--- src/sv/dct_pkg.sv ---
// ---------------------------------------------------------------------------
// dct_pkg: shared types and constants for the dirty chunk tracker
// Sizes of the byte store and of the two-level dirty bitmap, action codes,
// the controller-to-datapath command group and the priority encoders.
// ---------------------------------------------------------------------------
`default_nettype none

package dct_pkg;

  // Store and bitmap geometry (all powers of two)
  localparam int unsigned StoreBytes   = 65536;
  localparam int unsigned ChunkBytes   = 32;
  localparam int unsigned MaskWordBits = 64;
  localparam int unsigned NumChunks    = StoreBytes / ChunkBytes;
  localparam int unsigned NumWords     = NumChunks / MaskWordBits;

  localparam int unsigned AddrW      = $clog2(StoreBytes);
  localparam int unsigned ChunkShift = $clog2(ChunkBytes);
  localparam int unsigned BitW       = $clog2(MaskWordBits);
  localparam int unsigned WordW      = $clog2(NumWords);
  localparam int unsigned ActionW    = 3;
  localparam int unsigned DataW      = 8;
  localparam int unsigned OffsetW    = 16;

  // Action codes carried on the input transfer
  typedef enum logic [ActionW-1:0] {
    ACT_READ  = 3'd0,
    ACT_WRITE = 3'd1,
    ACT_LOAD  = 3'd2,
    ACT_POP   = 3'd3,
    ACT_CLEAR = 3'd4
  } action_e;

  // Commands from the controller to the datapath
  typedef struct packed {
    logic capture;  // input transfer: latch item, issue memory reads
    logic execute;  // commit updates and load the result register
  } dct_cmd_t;

  // Index of the lowest set bit of a summary word, zero when empty
  function automatic logic [WordW-1:0] lowest_word(input logic [NumWords-1:0] v);
    logic [WordW-1:0] idx;
    idx = '0;
    for (int i = NumWords - 1; i >= 0; i--) begin
      if (v[i]) begin
        idx = WordW'(i);
      end
    end
    return idx;
  endfunction

  // Index of the lowest set bit of a mask word, zero when empty
  function automatic logic [BitW-1:0] lowest_bit(input logic [MaskWordBits-1:0] v);
    logic [BitW-1:0] idx;
    idx = '0;
    for (int i = MaskWordBits - 1; i >= 0; i--) begin
      if (v[i]) begin
        idx = BitW'(i);
      end
    end
    return idx;
  endfunction

endpackage

`default_nettype wire

--- src/sv/dct_ctrl.sv ---
// ---------------------------------------------------------------------------
// dct_ctrl: sequencing controller
// Two-state machine: take an item, then commit it once the result
// register is free. Owns the input stall and the result valid flag.
// ---------------------------------------------------------------------------
`default_nettype none

module dct_ctrl (
  input  wire logic              clk_i,
  input  wire logic              rst_ni,
  input  wire logic              in_valid_i,
  output logic                   in_stall_o,
  output logic                   out_valid_o,
  input  wire logic              out_stall_i,
  output dct_pkg::dct_cmd_t      cmd_o
);

  typedef enum logic [1:0] {
    S_IDLE = 2'b01,
    S_EXEC = 2'b10
  } state_e;

  state_e state_q, state_d;
  logic   out_valid_q, out_valid_d;
  logic   slot_free;

  // Result slot can take a new item when empty or being drained
  assign slot_free = !out_valid_q || !out_stall_i;

  assign in_stall_o    = (state_q != S_IDLE);
  assign cmd_o.capture = in_valid_i && (state_q == S_IDLE);
  assign cmd_o.execute = (state_q == S_EXEC) && slot_free;
  assign out_valid_o   = out_valid_q;

  // Next state
  always_comb begin
    state_d = state_q;
    case (state_q)
      S_IDLE: begin
        if (cmd_o.capture) begin
          state_d = S_EXEC;
        end
      end
      S_EXEC: begin
        if (slot_free) begin
          state_d = S_IDLE;
        end
      end
      default: state_d = S_IDLE;
    endcase
  end

  // Result valid: set on commit, cleared on output transfer
  always_comb begin
    out_valid_d = out_valid_q;
    if (cmd_o.execute) begin
      out_valid_d = 1'b1;
    end else if (out_valid_q && !out_stall_i) begin
      out_valid_d = 1'b0;
    end
  end

  always_ff @(posedge clk_i or negedge rst_ni) begin
    if (!rst_ni) begin
      state_q     <= S_IDLE;
      out_valid_q <= 1'b0;
    end else begin
      state_q     <= state_d;
      out_valid_q <= out_valid_d;
    end
  end

endmodule

`default_nettype wire

--- config.mk ---
export PLATFORM = sky130hd
export DESIGN_NAME = dct_ctrl
export DESIGN_NICKNAME = d
export VERILOG_FILES = /design/src/sv/dct_pkg.sv /design/src/sv/dct_ctrl.sv
export SDC_FILE = /design/constraint.sdc
export NUM_CORES = 1
export LEC_CHECK = 0
export ABC_CLOCK_PERIOD_IN_PS = 2300
export BUFFER_PORTS_ARGS = -buffer_cell sky130_fd_sc_hd__buf_2
export CAP_MARGIN = 10
export CORE_AREA = 4 4 41 43
export DETAILED_ROUTE_END_ITERATION = 8
export DIE_AREA = 0 0 45 47
export GPL_TIMING_DRIVEN = 0
export SLEW_MARGIN = 20
export SYNTH_ARGS = -nofsm -noshare
export SYNTH_HDL_FRONTEND = slang
export SYNTH_SLANG_ARGS = --single-unit
--- constraint.sdc ---
create_clock -name clk_i -period 2.3 [get_ports clk_i]
set_clock_uncertainty 0.1 [all_clocks]
set_input_delay 0.345 -clock clk_i [delete_from_list [all_inputs] [get_ports clk_i]]
set_output_delay 0.345 -clock clk_i [all_outputs]
set_load 0.1 [all_outputs]
==> summary.md, run 1 <==
| Metric | Value |
|---|---|
| Status | `finished, final reports clean` |
| Die Ht | `47 um` |
| Yosys reg bits | `3` |
| Final setup margin | `0.436 ns` |
| Top Layer Used | `met3` |
| Skew-Pair Late Insertion Delay | `0.23 ns` |
| PostCTS Resize Cnt | `0` |
| Ys flop type | `dfrtp_1` |
| Unrepaired setup endpoints after global routing | `false` |
| Die Wd | `45 um` |
| Total Die Area | `2120 sq um` |
| Fin crit share | `81.0%` |
| XOR/XNOR Fraction of Synth Area | `0%` |
| Cell taking the most area after synthesis | `dfrtp_1` |
| Top cells by count, synth | `nand2_1, dfrtp_1` |
| Post-CTS Repair Setup Buffers | `0` |
| Final instance area | `226 sq um` |
| Max FO, Critical Path | `4` |
| Maxcap violations | `0` |
| Syn nets | `17` |
| Port Buffer Count | `7` |
| CTS Buf Count | `3` |
| Hold path cells | `3` |
| Reg2reg path depth | `2` |
| Setup TNS | `0 ns` |
| Post-synth ARST share | `100%` |
| ANT cells | `0` |
| Adder-Cell Fraction of Synth Area | `0%` |
| Routed wire length | `301 um` |
| Slew headroom | `67.8%` |
| Worst hold-check path type | `input pin to flip-flop` |
| CP peak stage delay | `0.41 ns` |
| Pleak | `0.000118 uW` |
| Final min period | `1.86 ns` |
| Drt drc | `0` |
| Routability cong. | `0.547` |
| Synth Area in Simple Gates | `23.9%` |
| H-tree depth | `1` |
| Mean Syn Cell Area | `10.5 sq um` |
| Fmax | `536 MHz` |
| Critical Path RT | `1.86 ns` |
| Clock transition at path regs | `0.04 ns` |
| Post-synthesis cell count | `13` |
| Met2 WL post-DR | `171 um` |
| Register area share after synthesis | `56.0%` |
| Cell Count, Final, Fillers Out | `40` |
| Initial antenna violation count | `0` |
| Layout overhead on the synthesized area | `66.1%` |
| Drt pass-1 iters | `2` |
| CP max stage cell | `buf_2` |
| Sequence of cells on the critical path | `nand2b_2 > a21oi_1 > buf_4 > buf_2` |
| Placeable Area | `1300 sq um` |
| Clk buf depth | `2` |
| I/O Pins | `8` |
| Initial core utilization | `10.5%` |
| Vias post-DR | `132` |
| Dominant cell by count in the synthesized netlist | `nand2_1` |
| Synth Warn # | `0` |
| Largest cells by area after synthesis | `dfrtp_1, dfstp_2, nand2_1, nand2b_2, o22a_1` |
| Overall Global Routing Usage | `3.40%` |
| Wire length per cell | `7.53 um` |
| Via/cell ratio | `3.30` |
| Row count | `13` |
| R2r setup slk | `1.33 ns` |
| Peak VDD IR | `0.183 mV` |
| Clock Sinks | `3` |
| Share of cells above drive strength 1 | `56.0%` |
| Worst path arrival time | `1.42 ns` |
| Dpl cells | `35` |
| Fin. max-slew vios | `0` |
| Multiplexer share of the synthesized area | `0%` |
| Synth Area in Compound Gates | `14.7%` |
| Largest net degree at the start of global routing | `6` |
| TritonCTS clock tree | `done` |
| Gr ovfl total | `0` |
| Critical path class | `flip-flop to output pin` |
| Post-layout util | `17.4%` |
| Synth top area share | `36.7%` |
| Placed standard-cell area | `190 sq um` |
| Nets@finish | `30` |
| CP startpoint kind | `flip-flop` |
| Post-synth EDFFs | `0` |
| Final ANT Viol Nets | `0` |
| Dpl ws | `0.670 ns` |
| Worst Max-Slew Pin Slew | `0.486 ns` |
| Root buffer cell | `clkbuf_4` |
| Vias in the first global route | `124` |
| Power Density | `1100 nW/um^2` |
| Synthesized area | `136 sq um` |
| First DRT Iteration DRCs | `2` |
| Met1 Wirelength | `92 um` |
| Fin. Hold Viols | `0` |
| # setup viols final | `0` |
| Routed wl met3 | `36 um` |
| Largest family of logic cells by synthesized area | `simple AND/OR/NAND/NOR gates` |
| First-pass GRT wire length | `427 um` |
| Post-synthesis cell type count | `10` |
| Worst setup EP type | `output pin` |
[cell usage in the layout, fill, tap and decap left out, drive strengths merged]
cell         instances
a21oi                1
clkbuf               4
buf                  8
dlygate4sd3          1
nor2                 1
nand2                3
o22ai                1
o22a                 1
nand2b               1
dfstp                1
or2b                 1
dfrtp                2
[path summary, 6_finish.rpt]
path / start / end
worst max-delay path: state_q[0] / cmd_o[0]
worst min-delay path: out_stall_i / out_valid_o
worst max register to register: state_q[0] / state_q[0]
worst min register to register: state_q[1] / state_q[1]
max in group asynchronous: rst_ni / state_q[0]
min in group asynchronous: rst_ni / state_q[1]
[registers in the layout (all words and copies together) (netlist names)]
| name | count |
|---|---|
| state_q | 2 |
| out_valid_o | 1 |
[cells by family (layout without fill, tap and decap cells)]
group / Yosys count / after routing
buffers and inverters: 1 / 13
AOI/OAI and AO/OA: 3 / 3
DFF: 3 / 3
and+or+nand+nor: 6 / 6
[power breakdown]
group	switching [uW]	total, uW	internal (uW)
logic	75.0	93.1	18.1
clock network	24.0	88.9	64.8
registers	5.56	66.7	61.1
[metal layers]
metal | GRT usage [%] | vias to the layer above
li1 | - | 68
met5 | 0 | -
met1 | 2.52 | 60
met3 | 3.45 | 0
met4 | 3.51 | 0
met2 | 4.80 | 4
[timing repair]
item | in CTS | in global routing
setup endpoints to repair | 0 | 0
hold endpoints to repair | 3 | 0
hold buffers | 1 | 0
[critical path, delay by kind of cell (launching register included)]
| family | cells | cell delay [ns] |
|---|---|---|
| buf+inv | 2 | 0.52 |
| flops | 1 | 0.36 |
| simple gates | 1 | 0.19 |
| compound gates | 1 | 0.12 |
[per-stage QoR]
step,hold WS [ns],total power (uW)
2_1_floorplan,-0.0506,146
3_3_place_gp,0.0410,159
3_5_place_dp,0.0436,160
4_1_cts,0.291,258
5_1_grt,0.332,265
6_report,0.294,249
[final cells by class]
| class | count | area, sq um |
|---|---|---|
| repair buffers | 8 | 45.0 |
| fillers | 155 | 1070 |
| clock buffers | 4 | 26.3 |
| multi-input cells | 9 | 52.6 |
| plain buffers | 1 | 7.51 |
| flip-flops and latches | 3 | 76.3 |
| well taps | 15 | 18.8 |
Note: power is estimated with default switching activity, not from simulation.
==> inputs of run 2 (changes only) <==
ABC_AREA = 1   (was not set)
ABC_CLOCK_PERIOD_IN_PS = 1900   (was 2300)
clock period = 1.9 ns   (was 2.3 ns; I/O delays follow)
==> run 2 against run 1 <==
Non-clock buffer count is the same; critical path depth shrank 1; largest power group unchanged; register-to-register slack lost 0.39 ns.
==> summary.md, run 2 <==
| Metric | Value |
|---|---|
| Fin. Hold Viols | `0` |
| Peak VDD IR | `0.222 mV` |
| Critical Path RT | `1.51 ns` |
| Post-DP HPWL | `237 um` |
| Sequence of cells on the critical path | `nand3_1 > inv_1 > buf_2` |
| Register area share after synthesis | `54.5%` |
| First DRT Iteration DRCs | `2` |
| Setup TNS | `0 ns` |
| Critical path startpoint | `state_q[0]` |
| Mean Syn Cell Area | `8.76 sq um` |
| Drt pass-1 iters | `3` |
| Adder-Cell Fraction of Synth Area | `0%` |
| Unrepaired setup endpoints after global routing | `false` |
| Post-synthesis cell count | `16` |
| Cell taking the most area after synthesis | `dfrtp_1` |
| Post-synth ARST share | `100%` |
| Worst hold margin | `0.245 ns` |
| Overall Global Routing Usage | `3.40%` |
| Top cells by count, synth | `inv_1, nand2_1, dfrtp_1, nor2_2` |
| R2r setup slk | `0.94 ns` |
| Worst path arrival time | `1.38 ns` |
| Status | `finished, final reports clean` |
| Root buffer cell | `clkbuf_4` |
| Fin crit share | `92.9%` |
| Largest family of logic cells by synthesized area | `simple AND/OR/NAND/NOR gates` |
| Ys flop type | `dfrtp_1` |
| Synth Area in Simple Gates | `25.0%` |
| Synth Area in Compound Gates | `7.14%` |
| Cell Count, Final, Fillers Out | `43` |
| XOR/XNOR Fraction of Synth Area | `0%` |
| CP max stage cell | `dfstp_2` |
| Dpl cells | `38` |
| Biggest register | `state_q` |
| Via/cell ratio | `3.21` |
| Fmax | `566 MHz` |
| Total Die Area | `2120 sq um` |
| Synth top area share | `35.7%` |
| Pleak | `0.000132 uW` |
| H-tree depth | `1` |
| Final min period | `1.77 ns` |
| CP startpoint kind | `flip-flop` |
| Post-synthesis cell type count | `10` |
| Skew-Pair Late Insertion Delay | `0.23 ns` |
| Gr ovfl total | `0` |
| Fin. max-slew vios | `0` |
| ANT cells | `0` |
| Routed wire length | `299 um` |
| Post-CTS Repair Setup Buffers | `0` |
| Post-layout util | `17.7%` |
| Placed standard-cell area | `194 sq um` |
| Hold_buf cts | `1` |
| Placeable Area | `1300 sq um` |
| # setup viols final | `0` |
| TritonCTS clock tree | `done` |
| Die Ht | `47 um` |
| Die Wd | `45 um` |
| Largest cells by area after synthesis | `dfrtp_1, dfstp_2, nor2_2, inv_1, nand2_1` |
| Synthesized area | `140 sq um` |
| Capture point of the critical path | `cmd_o[1]` |
| Nets@finish | `33` |
| Worst hold-check path type | `input pin to flip-flop` |
| Max FO, Critical Path | `3` |
| Final ANT Viol Nets | `0` |
| Multiplexer share of the synthesized area | `0%` |
| Worst Max-Slew Pin Slew | `0.490 ns` |
| Drt drc | `0` |
| Worst setup EP type | `output pin` |
| Reg2reg path depth | `4` |
| Clock transition at path regs | `0.04 ns` |
| Post-synth EDFFs | `0` |
| Slew headroom | `67.6%` |
| Initial core utilization | `10.8%` |
| Maxcap violations | `0` |
| Power Density | `1310 nW/um^2` |
| Vias in the first global route | `135` |
| CP peak stage delay | `0.53 ns` |
| Synth Warn # | `0` |
| Clk buf depth | `2` |
| Final instance area | `230 sq um` |
| I/O Pins | `8` |
| Most common cell after layout, fill and taps aside | `buf_2` |
| PostCTS Resize Cnt | `0` |
| Critical path class | `flip-flop to output pin` |
| Critical R2R Capture | `state_q[0]` |
| Initial antenna violation count | `0` |
| CTS Buf Count | `3` |
| Most frequent cells in the layout | `buf_2, inv_1, nand2_1, clkbuf_4` |
| Layout overhead on the synthesized area | `64.3%` |
| Wire length per cell | `6.95 um` |
| Row count | `13` |
| Largest net degree at the start of global routing | `5` |
| Routability cong. | `0.696` |
| Port Buffer Count | `7` |
| First-pass GRT wire length | `441 um` |
| Syn nets | `20` |
| Reg2reg start | `state_q[0]` |
| Yosys reg bits | `3` |
| Vias post-DR | `138` |
| Share of cells above drive strength 1 | `53.6%` |
| Max reg flops | `2` |
| Clock Sinks | `3` |
-- run 2: changes by cell type in the layout (fill, tap and decap cells not counted), sizes merged --
cell    delta
inv        +3
nand2      +1
nand2b     -1
nand3      +1
nor2       +1
o21ai      +1
o22a       -1
o22ai      -1
or2b       -1
-- run 2: cell type report --
| cell class | count | area [sq um] |
|---|---|---|
| Buffer | 1 | 7.51 |
| Clock buffer | 4 | 26.3 |
| Fill cell | 152 | 1070 |
| Inverter | 3 | 11.3 |
| Multi-Input combinational cell | 9 | 45.0 |
| Sequential cell | 3 | 76.3 |
| Tap cell | 15 | 18.8 |
| Timing Repair Buffer | 8 | 45.0 |
-- run 2: how the worst min path moves through the flow --
stage,startpoint,endpoint,slack [ns],cells past startpoint
after floorplan,rst_ni,out_valid_o,-0.11,0
after global placement,rst_ni,state_q[1],-0.02,1
after detailed placement,rst_ni,state_q[1],-0.01,1
after CTS,out_stall_i,out_valid_o,0.24,3
after global routing,out_stall_i,out_valid_o,0.25,3
final,out_stall_i,out_valid_o,0.25,3
-- run 2: critical path: cells and delay by family (launching register included) --
kind | cells | cell delay [ns]
buffers and inverters | 2 | 0.52
DFF | 1 | 0.53
and+or+nand+nor | 1 | 0.10
-- run 2: logic make-up (layout without fill, tap and decap cells) --
kind of cell           after synthesis  count (layout)
flip-flops                           3               3
AND/OR/NAND/NOR                      7               7
buffers and inverters                4              16
AO/OA/AOI/OAI                        2               2
-- run 2: power by group --
group / internal, uW / switching (uW) / total (uW) / leakage (uW)
Combinational: 17.7 / 94.5 / 112 / 0.0000805
Clock: 78.6 / 30.7 / 109 / 0.0000150
Sequential: 74.0 / 5.05 / 79.1 / 0.0000367
Total: 170 / 130 / 301 / 0.000132
-- run 2: stage by stage --
stage	worst slack [ns]	total power (uW)
final	0.134	301
after CTS	0.109	306
after global placement	0.372	191
after floorplan	0.189	174
after global routing	0.0400	314
after detailed placement	0.364	191
-- run 2: per-layer routing --
metal | part of all wire (%) | track usage (%)
met4 | 0 | 5.26
met1 | 42 | 2.73
met5 | 0 | 0
met2 | 48 | 4.24
met3 | 10 | 2.68
